## config.mk

```make
export PLATFORM = sky130hd
export DESIGN_NAME = ipv4_tcp_udp_header_parser_unit
export DESIGN_NICKNAME = d
export VERILOG_FILES = /design/src/hdl/ithp_pkg.sv /design/src/hdl/ipv4_tcp_udp_header_parser_unit.sv /design/src/hdl/ithp_frame_state.sv /design/src/hdl/ithp_record_out.sv
export SDC_FILE = /design/constraint.sdc
export NUM_CORES = 1
export LEC_CHECK = 0
export ABC_CLOCK_PERIOD_IN_PS = 8900
export BUFFER_PORTS_ARGS = -buffer_cell sky130_fd_sc_hd__buf_2
export CELL_PAD_IN_SITES_DETAIL_PLACEMENT = 0
export CELL_PAD_IN_SITES_GLOBAL_PLACEMENT = 1
export CORE_MARGIN = 2
export CORE_UTILIZATION = 30
export CTS_CLUSTER_DIAMETER = 30
export DETAILED_ROUTE_END_ITERATION = 8
export GPL_TIMING_DRIVEN = 0
export HOLD_SLACK_MARGIN = 0.1
export PLACE_DENSITY_LB_ADDON = 0.1
export SETUP_SLACK_MARGIN = 0.4
export SLEW_MARGIN = 20
export SYNTH_ARGS = -nofsm -noshare
export SYNTH_HDL_FRONTEND = slang
export SYNTH_SLANG_ARGS = --single-unit
export TNS_END_PERCENT = 50
```

## constraint.sdc

```tcl
create_clock -name clk -period 8.9 [get_ports clk]
set_input_delay 0.445 -clock clk [delete_from_list [all_inputs] [get_ports clk]]
set_output_delay 0.445 -clock clk [all_outputs]
set_load 0.05 [all_outputs]
```

## src/hdl/ithp_pkg.sv

```systemverilog
// Shared types and constants for the IPv4/TCP/UDP header parser.
// No dependencies; imported by every module of the block.
`timescale 1ns / 1ps
`default_nettype none

package ithp_pkg;

  typedef enum logic [2:0] {
    ST_TCP_OK      = 3'd0,
    ST_UDP_OK      = 3'd1,
    ST_NOT_IPV4    = 3'd2,
    ST_SHORT_IP    = 3'd3,
    ST_OTHER_PROTO = 3'd4,
    ST_SHORT_TCP   = 3'd5,
    ST_TRUNCATED   = 3'd6
  } status_t;

  localparam logic [3:0] IP_VERSION4         = 4'd4;
  localparam logic [7:0] PROTO_TCP           = 8'd6;
  localparam logic [7:0] PROTO_UDP           = 8'd17;
  localparam logic [5:0] MIN_IP_HEADER_BYTES = 6'd20;
  localparam logic [3:0] MIN_TCP_WORDS       = 4'd5;
  localparam logic [7:0] BYTE_INDEX_MAX      = 8'd255;

  // Byte positions relative to the IP header start
  localparam logic [8:0] IP_LEN_HI_POS  = 9'd2;
  localparam logic [8:0] IP_LEN_LO_POS  = 9'd3;
  localparam logic [8:0] IP_TTL_POS     = 9'd8;
  localparam logic [8:0] IP_PROTO_POS   = 9'd9;
  localparam logic [8:0] IP_PROTO_END   = 9'd10;
  localparam logic [8:0] IP_ADDR_POS    = 9'd12;
  localparam logic [8:0] IP_ADDR_END    = 9'd20;
  // Byte positions relative to the transport header start
  localparam logic [8:0] L4_PORTS_END   = 9'd4;
  localparam logic [8:0] TCP_SEQACK_END = 9'd12;
  localparam logic [8:0] TCP_OFFSET_POS = 9'd12;
  localparam logic [8:0] TCP_FLAGS_END  = 9'd14;
  localparam logic [8:0] UDP_HEADER_END = 9'd8;

  typedef struct packed {
    logic        step;  // a frame byte is processed this cycle
    logic        last;  // that byte ends the frame
  } step_ctrl_t;

  typedef struct packed {
    logic [7:0]  byte_pos;
    logic [5:0]  ip_header_bytes;
    logic [7:0]  protocol;
    logic        err_flag;
    status_t     err_code;
    logic [31:0] src_addr;
    logic [31:0] dst_addr;
    logic [7:0]  ttl;
    logic [15:0] total_length;
    logic [15:0] src_port;
    logic [15:0] dst_port;
    logic [31:0] seq_num;
    logic [31:0] ack_num;
    logic [15:0] offset_control;
  } frame_state_t;

  localparam frame_state_t FRAME_CLEAR = '0;

  typedef struct packed {
    status_t     status;
    logic [31:0] src_addr;
    logic [31:0] dst_addr;
    logic [7:0]  ttl;
    logic [15:0] total_length;
    logic [15:0] src_port;
    logic [15:0] dst_port;
    logic [31:0] seq_num;
    logic [31:0] ack_num;
    logic [3:0]  data_offset;
    logic [11:0] control;
    logic [7:0]  payload_offset;
  } record_t;

endpackage

`default_nettype wire

```

## src/hdl/ipv4_tcp_udp_header_parser_unit.sv

```systemverilog
// Top level of the Ethernet/IPv4/TCP/UDP header parser.
// Depends on ithp_pkg, ithp_frame_state and ithp_record_out.
`timescale 1ns / 1ps
`default_nettype none

// Parses one Ethernet frame presented a byte per request, in wire order, with
// frame_last on the final byte, and delivers one header record per frame.
// Throughput is one byte per cycle while in_stall is low: each accepted byte
// goes into an input register and from there updates the frame capture
// registers through a single compare-and-load step. After the last byte has
// passed through the input register, the record is loaded into the output
// register and offered on the output channel from there. Only a last byte can
// be held back: it waits in the input register while a previous record sits
// in the output register with out_stall high, and ordinary bytes keep flowing
// while a record waits. The Ethernet header length is ETH_HEADER_BYTES
// (14 to 22); the ethertype is not checked, only the IP version nibble. Errors
// latch in byte order and the first one wins; any status other than tcp ok or
// udp ok comes with all other record fields zero. Frame state clears after
// every last byte, so frames need no gap between them.
module ipv4_tcp_udp_header_parser_unit #(
  parameter int ETH_HEADER_BYTES = 14
) (
  input  logic        clk,
  input  logic        rst,
  input  logic        in_valid,
  output logic        in_stall,
  input  logic [7:0]  frame_byte,
  input  logic        frame_last,
  output logic        out_valid,
  input  logic        out_stall,
  output logic [2:0]  parse_status,
  output logic [31:0] source_address,
  output logic [31:0] destination_address,
  output logic [7:0]  time_to_live,
  output logic [15:0] datagram_length,
  output logic [15:0] source_port,
  output logic [15:0] destination_port,
  output logic [31:0] sequence_number,
  output logic [31:0] acknowledge_number,
  output logic [3:0]  data_offset_words,
  output logic [11:0] control_bits,
  output logic [7:0]  payload_offset
);
  import ithp_pkg::*;

  // input register
  logic         held_valid;
  logic [7:0]   held_byte;
  logic         held_last;
  logic         advance;
  logic         in_take;
  step_ctrl_t   ctrl;
  frame_state_t updated;
  record_t      rec;

  // A held last byte needs the output slot empty or draining.
  assign advance  = held_valid && !(held_last && out_valid && out_stall);
  assign in_stall = held_valid && !advance;
  assign in_take  = in_valid && !in_stall;

  always_ff @(posedge clk) begin
    if (rst) begin
      held_valid <= 1'b0;
    end else if (in_take) begin
      held_valid <= 1'b1;
    end else if (advance) begin
      held_valid <= 1'b0;
    end
  end

  always_ff @(posedge clk) begin
    if (in_take) begin
      held_byte <= frame_byte;
      held_last <= frame_last;
    end
  end

  assign ctrl.step = advance;
  assign ctrl.last = held_last;

  ithp_frame_state #(
    .ETH_HEADER_BYTES(ETH_HEADER_BYTES)
  ) u_frame_state (
    .clk     (clk),
    .rst     (rst),
    .ctrl    (ctrl),
    .data    (held_byte),
    .updated (updated)
  );

  ithp_record_out #(
    .ETH_HEADER_BYTES(ETH_HEADER_BYTES)
  ) u_record_out (
    .clk     (clk),
    .rst     (rst),
    .ctrl    (ctrl),
    .updated (updated),
    .stall   (out_stall),
    .valid   (out_valid),
    .rec     (rec)
  );

  assign parse_status        = rec.status;
  assign source_address      = rec.src_addr;
  assign destination_address = rec.dst_addr;
  assign time_to_live        = rec.ttl;
  assign datagram_length     = rec.total_length;
  assign source_port         = rec.src_port;
  assign destination_port    = rec.dst_port;
  assign sequence_number     = rec.seq_num;
  assign acknowledge_number  = rec.ack_num;
  assign data_offset_words   = rec.data_offset;
  assign control_bits        = rec.control;
  assign payload_offset      = rec.payload_offset;

endmodule

`default_nettype wire

```

## src/hdl/ithp_frame_state.sv

```systemverilog
// Per-frame capture registers and their byte-indexed update logic.
// Depends on ithp_pkg.
`timescale 1ns / 1ps
`default_nettype none

module ithp_frame_state #(
  parameter int ETH_HEADER_BYTES = 14
) (
  input  logic                 clk,
  input  logic                 rst,
  input  ithp_pkg::step_ctrl_t ctrl,
  input  logic [7:0]           data,
  output ithp_pkg::frame_state_t updated
);
  import ithp_pkg::*;

  localparam logic [8:0] ETH = 9'(ETH_HEADER_BYTES);

  frame_state_t state;
  frame_state_t state_next;
  frame_state_t upd;
  logic [8:0]   pos;
  logic [8:0]   t;

  // State after taking the current byte; byte_pos still holds its position.
  always_comb begin
    upd = state;
    pos = {1'b0, state.byte_pos};
    t   = ETH + {3'b000, state.ip_header_bytes};
    if (!state.err_flag && pos >= ETH) begin
      priority if (pos == ETH) begin
        upd.ip_header_bytes = {data[3:0], 2'b00};
        if (data[7:4] != IP_VERSION4) begin
          upd.err_flag = 1'b1;
          upd.err_code = ST_NOT_IPV4;
        end else if ({data[3:0], 2'b00} < MIN_IP_HEADER_BYTES) begin
          upd.err_flag = 1'b1;
          upd.err_code = ST_SHORT_IP;
        end
      end else if (pos == ETH + IP_LEN_HI_POS || pos == ETH + IP_LEN_LO_POS) begin
        upd.total_length = {state.total_length[7:0], data};
        upd.ttl          = '0;
      end else if (pos == ETH + IP_TTL_POS) begin
        upd.ttl = data;
      end else if (pos == ETH + IP_PROTO_POS) begin
        upd.protocol = data;
        if (data != PROTO_TCP && data != PROTO_UDP) begin
          upd.err_flag = 1'b1;
          upd.err_code = ST_OTHER_PROTO;
        end
      end else if (pos >= ETH + IP_ADDR_POS && pos < ETH + IP_ADDR_END) begin
        upd.src_addr = {state.src_addr[23:0], state.dst_addr[31:24]};
        upd.dst_addr = {state.dst_addr[23:0], data};
      end else if (pos >= ETH + IP_ADDR_END && pos >= t) begin
        if (pos < t + L4_PORTS_END) begin
          upd.src_port = {state.src_port[7:0], state.dst_port[15:8]};
          upd.dst_port = {state.dst_port[7:0], data};
        end else if (state.protocol == PROTO_TCP) begin
          if (pos < t + TCP_SEQACK_END) begin
            upd.seq_num = {state.seq_num[23:0], state.ack_num[31:24]};
            upd.ack_num = {state.ack_num[23:0], data};
          end else if (pos < t + TCP_FLAGS_END) begin
            upd.offset_control = {state.offset_control[7:0], data};
            if (pos == t + TCP_OFFSET_POS && data[7:4] < MIN_TCP_WORDS) begin
              upd.err_flag = 1'b1;
              upd.err_code = ST_SHORT_TCP;
            end
          end
        end
      end
    end
  end

  always_comb begin
    state_next = state;
    if (ctrl.step) begin
      if (ctrl.last) begin
        state_next = FRAME_CLEAR;
      end else begin
        state_next = upd;
        if (state.byte_pos != BYTE_INDEX_MAX) begin
          state_next.byte_pos = state.byte_pos + 8'd1;
        end
      end
    end
  end

  always_ff @(posedge clk) begin
    if (rst) begin
      state <= FRAME_CLEAR;
    end else begin
      state <= state_next;
    end
  end

  assign updated = upd;

endmodule

`default_nettype wire

```

## src/hdl/ithp_record_out.sv

```systemverilog
// Frame-end status decision and the registered result record with its valid.
// Depends on ithp_pkg.
`timescale 1ns / 1ps
`default_nettype none

module ithp_record_out #(
  parameter int ETH_HEADER_BYTES = 14
) (
  input  logic                   clk,
  input  logic                   rst,
  input  ithp_pkg::step_ctrl_t   ctrl,
  input  ithp_pkg::frame_state_t updated,
  input  logic                   stall,
  output logic                   valid,
  output ithp_pkg::record_t      rec
);
  import ithp_pkg::*;

  localparam logic [8:0] ETH = 9'(ETH_HEADER_BYTES);

  record_t    rec_next;
  status_t    status;
  logic [8:0] len;
  logic [8:0] t;
  logic [8:0] need;
  logic [3:0] doff;

  always_comb begin
    len    = {1'b0, updated.byte_pos} + 9'd1;
    t      = ETH + {3'b000, updated.ip_header_bytes};
    doff   = updated.offset_control[15:12];
    need   = '0;
    status = ST_TRUNCATED;
    priority if (updated.err_flag) begin
      status = updated.err_code;
    end else if (len < ETH + IP_PROTO_END) begin
      status = ST_TRUNCATED;
    end else if (updated.protocol == PROTO_TCP) begin
      if (len <= t + TCP_OFFSET_POS) begin
        status = ST_TRUNCATED;
      end else begin
        need   = t + {3'b000, doff, 2'b00};
        status = (len < need) ? ST_TRUNCATED : ST_TCP_OK;
      end
    end else begin
      need   = t + UDP_HEADER_END;
      status = (len < need) ? ST_TRUNCATED : ST_UDP_OK;
    end

    rec_next        = '0;
    rec_next.status = status;
    if (status == ST_TCP_OK || status == ST_UDP_OK) begin
      rec_next.src_addr       = updated.src_addr;
      rec_next.dst_addr       = updated.dst_addr;
      rec_next.ttl            = updated.ttl;
      rec_next.total_length   = updated.total_length;
      rec_next.src_port       = updated.src_port;
      rec_next.dst_port       = updated.dst_port;
      rec_next.payload_offset = need[7:0];
    end
    if (status == ST_TCP_OK) begin
      rec_next.seq_num     = updated.seq_num;
      rec_next.ack_num     = updated.ack_num;
      rec_next.data_offset = doff;
      rec_next.control     = updated.offset_control[11:0];
    end
  end

  // Upstream only steps a last byte when this slot is free or draining.
  always_ff @(posedge clk) begin
    if (rst) begin
      valid <= 1'b0;
    end else if (ctrl.step && ctrl.last) begin
      valid <= 1'b1;
    end else if (!stall) begin
      valid <= 1'b0;
    end
  end

  always_ff @(posedge clk) begin
    if (ctrl.step && ctrl.last) begin
      rec <= rec_next;
    end
  end

endmodule

`default_nettype wire

```

# Yosys cells after proc, flatten, opt, wreduce, memory -nomap -nowiden
# Index checks and enable logic that the tools add are counted.
word_totals:
  in_bits: 13
  word_cells: 140
  ff_bits: 448
  out_inout_bits: 213
classes:
  bitwise: 1
  n_lt_le_gt_ge: 14
  eq_ne: 14
  n_reduce_logical: 22
  n_mux: 49
  add_sub_neg: 10
op_table:
  columns: ["cell", "count"]
  rows:
  - ["112-bit two-way mux", 5]
  - ["226-bit two-way mux", 1]
  - ["218-bit two-way mux", 1]
  - ["200-bit two-way mux", 1]
  - ["64-bit two-way mux", 3]
  - ["80-bit two-way mux", 2]
  - ["76-bit two-way mux", 2]
  - ["8-bit two-way mux", 7]
  - ["16-bit two-way mux", 3]
  - ["4-bit two-way mux", 12]
  - ["8-bit by 5-bit == test with 1-bit output (second input constant)", 4]
  - ["32-bit two-way mux", 1]
  - ["9-bit by 4-bit adder with 9-bit output (second input constant)", 3]
  - ["8-bit by 9-bit less-than comparator with 1-bit output", 3]
  - ["9-bit less-than comparator", 2]
  - ["3-bit two-way mux", 6]
  - ["8-bit by 3-bit == test with 1-bit output (second input constant)", 2]
  - ["4-bit by 6-bit adder with 7-bit output (first input constant)", 2]
  - ["1-bit logical AND", 11]
  - ["8-bit by 1-bit adder with 9-bit output (second input constant)", 1]
  - ["9-bit by 3-bit adder with 9-bit output (second input constant)", 1]
  - ["8-bit by 9-bit == test with 1-bit output", 1]
  - ["8-bit by 9-bit >= comparator with 1-bit output", 1]
  - ["9-bit less-or-equal comparator", 1]
  - ["26 further kinds", 34]

# Longest topological paths before layout
# Gate-level depths: netlist of run 1.
depth:
  word_depth: 28
  ltp_mapped: 32

# Cells and area by module
# Synthesis of run 1 repeated with hierarchy kept, for this count alone.
unflattened:
  hier_cells: 1924
  area_unflattened_um2: 21703.3
by_module_without_submodules:
  columns: ["module", "n_inst", "area_per_inst_um2", "cells_each"]
  rows:
  - ["ithp_frame_state", 1, 12378.1, 1299]
  - ["ithp_record_out", 1, 8999.9, 608]
  - ["ipv4_tcp_udp_header_parser_unit", 1, 325.3, 17]

# Worst setup path after synthesis of run 1
# OpenSTA, ideal clock, no wires.
synth_timing:
  path_kind: "reg-to-reg"
  start: "register u_frame_state.state[213] in the netlist's numbering"
  end: "register, netlist name u_record_out.rec[100]"
  period_less_slack_ps: 6511
  arrival_ps: 6254
  n_path_buf: 3
  path_slack_ps: 2389
  required_time_ps: 8643
  path_stages_with_launch: 30
  path_cell_list: "dfxtp_1 -> inv_1 -> ha_1 -> xnor2_1 -> inv_1 -> ha_1 -> xor2_1 -> ha_1 -> a21o_1 -> a221oi_1 -> o21ai_1 -> nand3b_1 -> or2_1 -> buf_2 -> mux2i_1 -> inv_1 -> ha_1 -> fa_1 -> a21o_1 -> a21oi_1 -> xnor2_1 -> ha_1 -> o211a_1 -> a221o_1 -> nor3_1 -> o31ai_4 -> a22oi_2 -> buf_2 -> buf_2 -> nor2_1"
synth_rtl:
  columns: ["item", "line", "source"]
  rows:
  - ["from (decl)", "ithp_frame_state.sv:19", "frame_state_t state;"]
  - ["from (signal assigned)", "ithp_frame_state.sv:92", "state <= state_next;"]

==> results of run 1 <==
-- stage by stage --
stage	setup WS, ps	total power, W	setup TNS (ps)
6_report	1010	0.00646	0
3_3_place_gp	-154	0.00238	-25500
2_1_floorplan	2390	0.00231	0
5_1_grt	420	0.00666	0
4_1_cts	417	0.00653	0
3_5_place_dp	15.4	0.00237	0
-- where the power goes --
group	leakage (nW)	internal (W)	switching (W)
Combinational	3.72	0.0000275	0.000127
Clock	1.87	0.00281	0.00131
Sequential	4.16	0.00217	0.00000911
-- layer usage --
metal  routed length (um)  vias up  GRT usage (%)
met3                 3210      103           3.48
li1                     -     7587              -
met2                30700      421           31.0
met5                    0        -              0
met4                 1350        0           6.18
met1                29500     7689           25.4
-- path summary, 6_finish.rpt --
check                           startpoint                      end  slack, ps  cells past startpoint
hold / removal                    in_valid               held_valid        140                      3
setup reg to reg  u_frame_state.state[213]    u_record_out.rec[115]       1010                     29
setup / recovery  u_frame_state.state[213]    u_record_out.rec[115]       1010                     29
hold reg to reg    u_frame_state.state[75]  u_frame_state.state[75]        470                      1
-- registers in the layout, indices dropped and copies added (netlist names) --
| register | flops |
|---|---|
| u_frame_state.state | 218 |
| u_record_out.rec | 211 |
| held_byte | 8 |
| u_frame_state.updated | 8 |
| held_last | 1 |
| held_valid | 1 |
| u_record_out.valid | 1 |
-- worst min-delay path: stages --
cell	delay, ps
buf_2	120
inv_1	100
a21oi_1	70
-- kinds of logic (layout without fill, tap and decap cells) --
kind of cell,count (synthesis),count (layout)
mux,79,79
fa+ha+maj,63,63
other cells,1,4
buf+inv,171,628
compound gates,461,461
simple gates,643,643
flops,448,448
xor+xnor,25,25
-- final cells by class --
class                   instances  area [sq um]  share of cell area, %
diodes                          1          2.50                0.00963
plain buffers                 134           576                   2.21
clock buffers                 130          2940                   11.3
clock inverters                83           975                   3.75
inverters                      37           139                  0.534
multi-input cells            1274          7770                   29.9
flip-flops and latches        448         11200                   43.0
well taps                     855          1070                   4.12
repair buffers                244          1350                   5.20
-- cell usage after synthesis, drive strengths merged (3+ instances only) --
master / n / area share, %
nand2: 272 / 5.2
nor2: 262 / 5.0
dfxtp: 228 / 23
edfxtp: 220 / 34
a21oi: 165 / 4.2
a22oi: 135 / 5.2
clkbuf: 86 / 1.6
mux2i: 78 / 4.0
a22o: 69 / 3.1
ha: 62 / 4.0
buf: 48 / 1.3
inv: 37 / 0.71
o21ai: 32 / 0.88
nor2b: 20 / 0.64
nor3: 17 / 0.51
xnor2: 13 / 0.62
a32oi: 12 / 0.54
nand3: 12 / 0.33
xor2: 12 / 0.54
nor4: 11 / 0.49
a21o: 10 / 0.38
and3: 9 / 0.29
nand2b: 8 / 0.26
nand3b: 7 / 0.27
nand4: 7 / 0.22
and3b: 4 / 0.18
o21a: 4 / 0.15
o31ai: 4 / 0.22
nor3b: 3 / 0.14
nor4bb: 3 / 0.15
o211ai: 3 / 0.11
or2: 3 / 0.096
-- timing repair --
item,CTS,global route
endpoints found under the hold margin,11,0
buffers inserted,0,4
setup endpoints to repair,179,200
gates resized for setup,4,6
pin swaps,0,1
hold buffers,10,0
==> key figures, run 1 <==
Pwr
  • Power density over cell area: 249 nW/um^2
  • Worst VDD drop: 0.158 mV
  • Leakage: 9.76 nW

Timing
  • Period Utilization, post-route: 88.7%
  • Max Fclk: 127 MHz
  • Min Hold Slack: 141 ps
  • Min cycle time layout: 7890 ps
  • Worst-margin pin slew: 1070 ps
  • Rel. slew slack: 28.7%
  • Pins Over Slew Limit: 0
  • RSZ-0062 raised after global routing: no
  • Clock skew: 43.3 ps
  • Setup-failing EPs final: 0
  • Final hold viol count: 0

Place
  • Routability cong.: 0.819
  • Post-DP HPWL: 45.9 mm
  • Placement-stage cell area: 21900 sq um
  • IO buf count: 225
  • Inst Count DP: 2978

Yosys
  • Synth Area in Adders: 4.06%
  • Post-synthesis sequential area ratio: 57.0%
  • Compound-gate portion of the synthesized area: 16.0%
  • Post-synthesis cell area: 19600 sq um
  • Ys flop type: dfxtp_1
  • XOR/XNOR Fraction of Synth Area: 1.16%
  • Flops & latches, synth: 448
  • Synth warn: 0
  • Synth Instances: 1891
  • Share of flip-flops with an asynchronous set or reset: 0%
  • Post-synth EDFFs: 220
  • Simple-gate share of the synthesized area: 14.0%
  • Largest family of logic cells by synthesized area: compound AO/OA/AOI/OAI gates
  • Synth cell types: 72
  • Post-synthesis mux area share: 4.06%
  • Avg Cell Area, Syn: 10.4 sq um

Floorplan
  • Core box area: 64500 sq um
  • Ports: 226
  • Die area: 67300 sq um
  • Chip height: 260 um
  • Row count: 93
  • Chip width: 260 um
  • Initial Utilization: 30.4%

Detailed routing
  • Final WL: 64.8 mm
  • Residual DRC: 0
  • DR pass1 iterations: 5
  • Routed Antenna Nets: 0
  • Detailed Route Iter0 Violations: 1033
  • Avg Vias per Cell: 4.93
  • WL/cell: 20.2 um
  • Via count: 15800

Layout
  • Fraction of layout cells with a size suffix above 1: 21.1%
  • Final design utilization: 40.3%
  • Non-filler instance count after layout: 3206
  • Nets: 2327
  • Commonest non-fill, non-tap cells in the layout: nand2_1 (272), nor2_1 (261), buf_2 (261), dfxtp_1 (228), edfxtp_1 (220)
  • Post-route cell area: 26000 sq um
  • Synthesis-to-finish area growth: 32.7%
  • Commonest non-fill, non-tap cell in the layout: nand2_1
  • Fillers: 6341

Global routing
  • Number of global-route vias before repair: 15700
  • Largest net degree at the start of global routing: 57
  • First-pass GRT wire length: 97.0 mm
  • GRT overflow: 0
  • Initial antenna violation count: 0
  • GR Util All Layers: 19.0%

Clocking
  • Clock Tree Root: clkbuf_16
  • Reg clk slew, reported paths: 40 ps
  • # clock sinks: 448
  • CTS max path bufs: 3
  • CTS tree: yes
  • Total CTS buffers: 112
  • Clock latency at the later pin of the worst-skew pair: 660 ps
  • H-tree depth: 3

Hold path
  • Hold/Removal Path Class: primary input to register

Worst setup path
  • Crit path max-delay family: compound AO/OA/AOI/OAI gates
  • WP data required: 9280 ps
  • CP arrival: 8270 ps
  • Worst path bufs/invs: 6
  • CP max stage delay: 500 ps
  • Max FO, Critical Path: 10
  • Setup CP Type: register to register
  • CP max-delay cell: o21ai_1
  • Setup crit end kind: register
  • CP Launch Type: register
  • Critical Path Most Common Cell: ha_1

Status
  • Status: finished clean

Job
  • Max Cap Viol: 0
No activity file was read; power rests on OpenSTA's default activity.
==> run 2, diff against run 1 <==
--- a/config.mk
+++ b/config.mk
@@ -5,7 +5,7 @@
 export SDC_FILE = /design/constraint.sdc
 export NUM_CORES = 1
 export LEC_CHECK = 0
-export ABC_CLOCK_PERIOD_IN_PS = 8900
+export ABC_CLOCK_PERIOD_IN_PS = 7500
 export BUFFER_PORTS_ARGS = -buffer_cell sky130_fd_sc_hd__buf_2
 export CELL_PAD_IN_SITES_DETAIL_PLACEMENT = 0
 export CELL_PAD_IN_SITES_GLOBAL_PLACEMENT = 1
==> constraint.sdc (replaced) <==
create_clock -name clk -period 7.5 [get_ports clk]
set_input_delay 0.375 -clock clk [delete_from_list [all_inputs] [get_ports clk]]
set_output_delay 0.375 -clock clk [all_outputs]
set_load 0.05 [all_outputs]
==> run 2 against run 1 <==
Effect of this change:
- non-clock buffer count up 11
- power increased by 19%
- fmax rose by 16%
- first-iteration DRC count increased by 5.0%
- routed wire length rose by 0.58%
- largest power group unchanged
- critical endpoint is now u_record_out.rec[153]
==> key figures, run 2 (synthesized netlist as in run 1, its figures left out) <==
Layout
  • Commonest non-fill, non-tap cells in the layout: nand2_1 (272), nor2_1 (260), buf_2 (247), dfxtp_1 (226), edfxtp_1 (220)
  • Nets: 2338
  • Storage cell area: 11200 sq um
  • Non-filler instance count after layout: 3217
  • Final design utilization: 40.7%
  • Commonest non-fill, non-tap cell in the layout: nand2_1
  • Most flops, register: u_frame_state.state
  • Multi-input gate area: 7860 sq um
  • Synthesis-to-finish area growth: 34.1%
  • Max reg flops: 218
  • Registers with the most flip-flops: u_frame_state.state: 218 flops, u_record_out.rec: 211 flops
  • Fillers: 6327
  • Fraction of layout cells with a size suffix above 1: 22.1%

Detailed routing
  • Routed wl met3: 3.13 mm
  • Max Used Layer: met4
  • Residual DRC: 0
  • DR pass1 iterations: 5
  • WL/cell: 20.3 um
  • Routed Antenna Nets: 0
  • Via count: 15900
  • Avg Vias per Cell: 4.95
  • Detailed Route Iter0 Violations: 1085
  • DR WL met2: 30.7 mm
  • Routed met1 length: 29.9 mm
  • Final WL: 65.2 mm

Job
  • Max Cap Viol: 0

Pwr
  • Switch share: 22.5%
  • Worst VDD drop: 0.188 mV
  • Clock Power Share: 63.8%
  • Seq pwr share: 33.8%
  • Power after layout: 0.00767 W
  • P_sw: 0.00173 W
  • Pint: 0.00595 W
  • Leakage: 9.88 nW
  • Power density over cell area: 292 nW/um^2
  • Share of power burned in combinational logic: 2.4%

Global routing
  • First-pass GRT wire length: 97.4 mm
  • Number of global-route vias before repair: 15800
  • Largest net degree at the start of global routing: 57
  • GRT overflow: 0
  • GR Util All Layers: 19.1%
  • Initial antenna violation count: 0

Timing
  • Min Hold Slack: 408 ps
  • Setup-failing EPs final: 0
  • Max Fclk: 147 MHz
  • Clock skew: 43.3 ps
  • Worst Setup Slack, final: 710 ps
  • Pins Over Slew Limit: 0
  • Period Utilization, post-route: 90.5%
  • Worst-margin pin slew: 1080 ps
  • Min cycle time layout: 6790 ps
  • RSZ-0062 raised after global routing: no
  • Final hold viol count: 0
  • Rel. slew slack: 27.8%

Clocking
  • H-tree depth: 3
  • Total CTS buffers: 112
  • Clock latency at the later pin of the worst-skew pair: 660 ps
  • CTS tree: yes
  • Clock Tree Root: clkbuf_16
  • CTS max path bufs: 3
  • # clock sinks: 448
  • Reg clk slew, reported paths: 50 ps

Floorplan
  • Chip height: 260 um
  • Initial Utilization: 30.4%
  • Die area: 67300 sq um
  • Row count: 93
  • Ports: 226
  • Core box area: 64500 sq um
  • Chip width: 260 um

Status
  • Status: finished clean

Worst setup path
  • WP data required: 7940 ps
  • Max FO, Critical Path: 10
  • FF-to-FF path depth: 26
  • CP Launch Type: register
  • Reg2reg start: u_frame_state.updated[222]
  • Worst r2r dst: u_record_out.rec[153]
  • Setup crit end kind: register
  • Setup CP Type: register to register
  • CP arrival: 7230 ps
  • Reg2Reg Setup Slack: 710 ps

Hold path
  • Worst hold stages: 4
  • Worst hold path startpoint: rst
  • Hold endpoint: u_frame_state.state[53]
  • Hold/Removal Path Class: primary input to register

Place
  • Dpl ws: -1380 ps
  • IO buf count: 225
  • Routability cong.: 0.819
  • Post-DP HPWL: 45.9 mm
  • Inst Count DP: 2978
run 2: critical path, cell delays in order, from the launching register on:
cell and delay (ps):
dfxtp_1 410, buf_2 240, or4_4 560, nor4_4 490
buf_2 330, mux2i_1 330, ha_1 220, inv_1 90
o21ai_0 210, xnor2_1 100, mux2i_1 490, inv_1 110
ha_1 360, nor2b_1 150, nor2_1 70, or2_2 280
ha_1 310, o211a_1 180, nand2_1 60, a21oi_1 270
nor3_4 90, o31ai_4 300, a22oi_2 120, buf_4 180
buf_12 160, buf_6 150, a21oi_1 300
run 2: metal layers:
layer | global-route usage (%) | vias up
li1 | - | 7615
met1 | 25.6 | 7822
met3 | 3.47 | 103
met5 | 0 | -
met4 | 6.19 | 0
met2 | 31.2 | 397
run 2: worst max path at each step:
stage                          startpoint               endpoint  slack (ps)  depth (start not counted)
2_1_floorplan    u_frame_state.state[213]  u_record_out.rec[100]         990                         29
3_5_place_dp     u_frame_state.state[213]  u_record_out.rec[136]       -1380                         26
4_1_cts          u_frame_state.state[213]  u_record_out.rec[115]         410                         31
5_1_grt          u_frame_state.state[213]   u_record_out.rec[82]         400                         29
6_report       u_frame_state.updated[222]  u_record_out.rec[153]         710                         26
3_3_place_gp     u_frame_state.state[213]   u_record_out.rec[51]       -1550                         25
run 2: stage by stage:
stage / area (sq um) / TNS, ps
2_1_floorplan: 19600 / 0
3_3_place_gp: 21800 / -568810
3_5_place_dp: 21900 / -222930
4_1_cts: 26100 / 0
5_1_grt: 26300 / 0
6_report: 26300 / 0
run 2: what timing repair did:
action | CTS | global route
hold buffers | 11 | 0
pin swaps | 7 | 5
hold endpoints to repair | 11 | 0
cloned | 0 | 0
endpoints found under the setup margin | 210 | 200
buffers inserted | 10 | 4
resized for setup | 27 | 37
run 2: power groups by stage:
| stage | Clock [W] | Sequential (W) | Combinational [W] |
|---|---|---|---|
| 3_5_place_dp | 0 | 0.00264 | 0.000181 |
| 5_1_grt | 0.00512 | 0.00259 | 0.000196 |
| 2_1_floorplan | 0 | 0.00268 | 0.0000644 |
| 6_report | 0.00490 | 0.00259 | 0.000185 |
| 3_3_place_gp | 0 | 0.00265 | 0.000175 |
| 4_1_cts | 0.00498 | 0.00259 | 0.000186 |
run 2: layout make-up:
cell class	count	share of cell area, %
antenna	1	0.00953
buffer	134	2.53
clock buffer	130	11.2
clock inverter	83	3.71
inverter	37	0.529
multi-input combinational	1274	29.9
sequential	448	42.5
tap	855	4.07
timing repair buffer	255	5.48
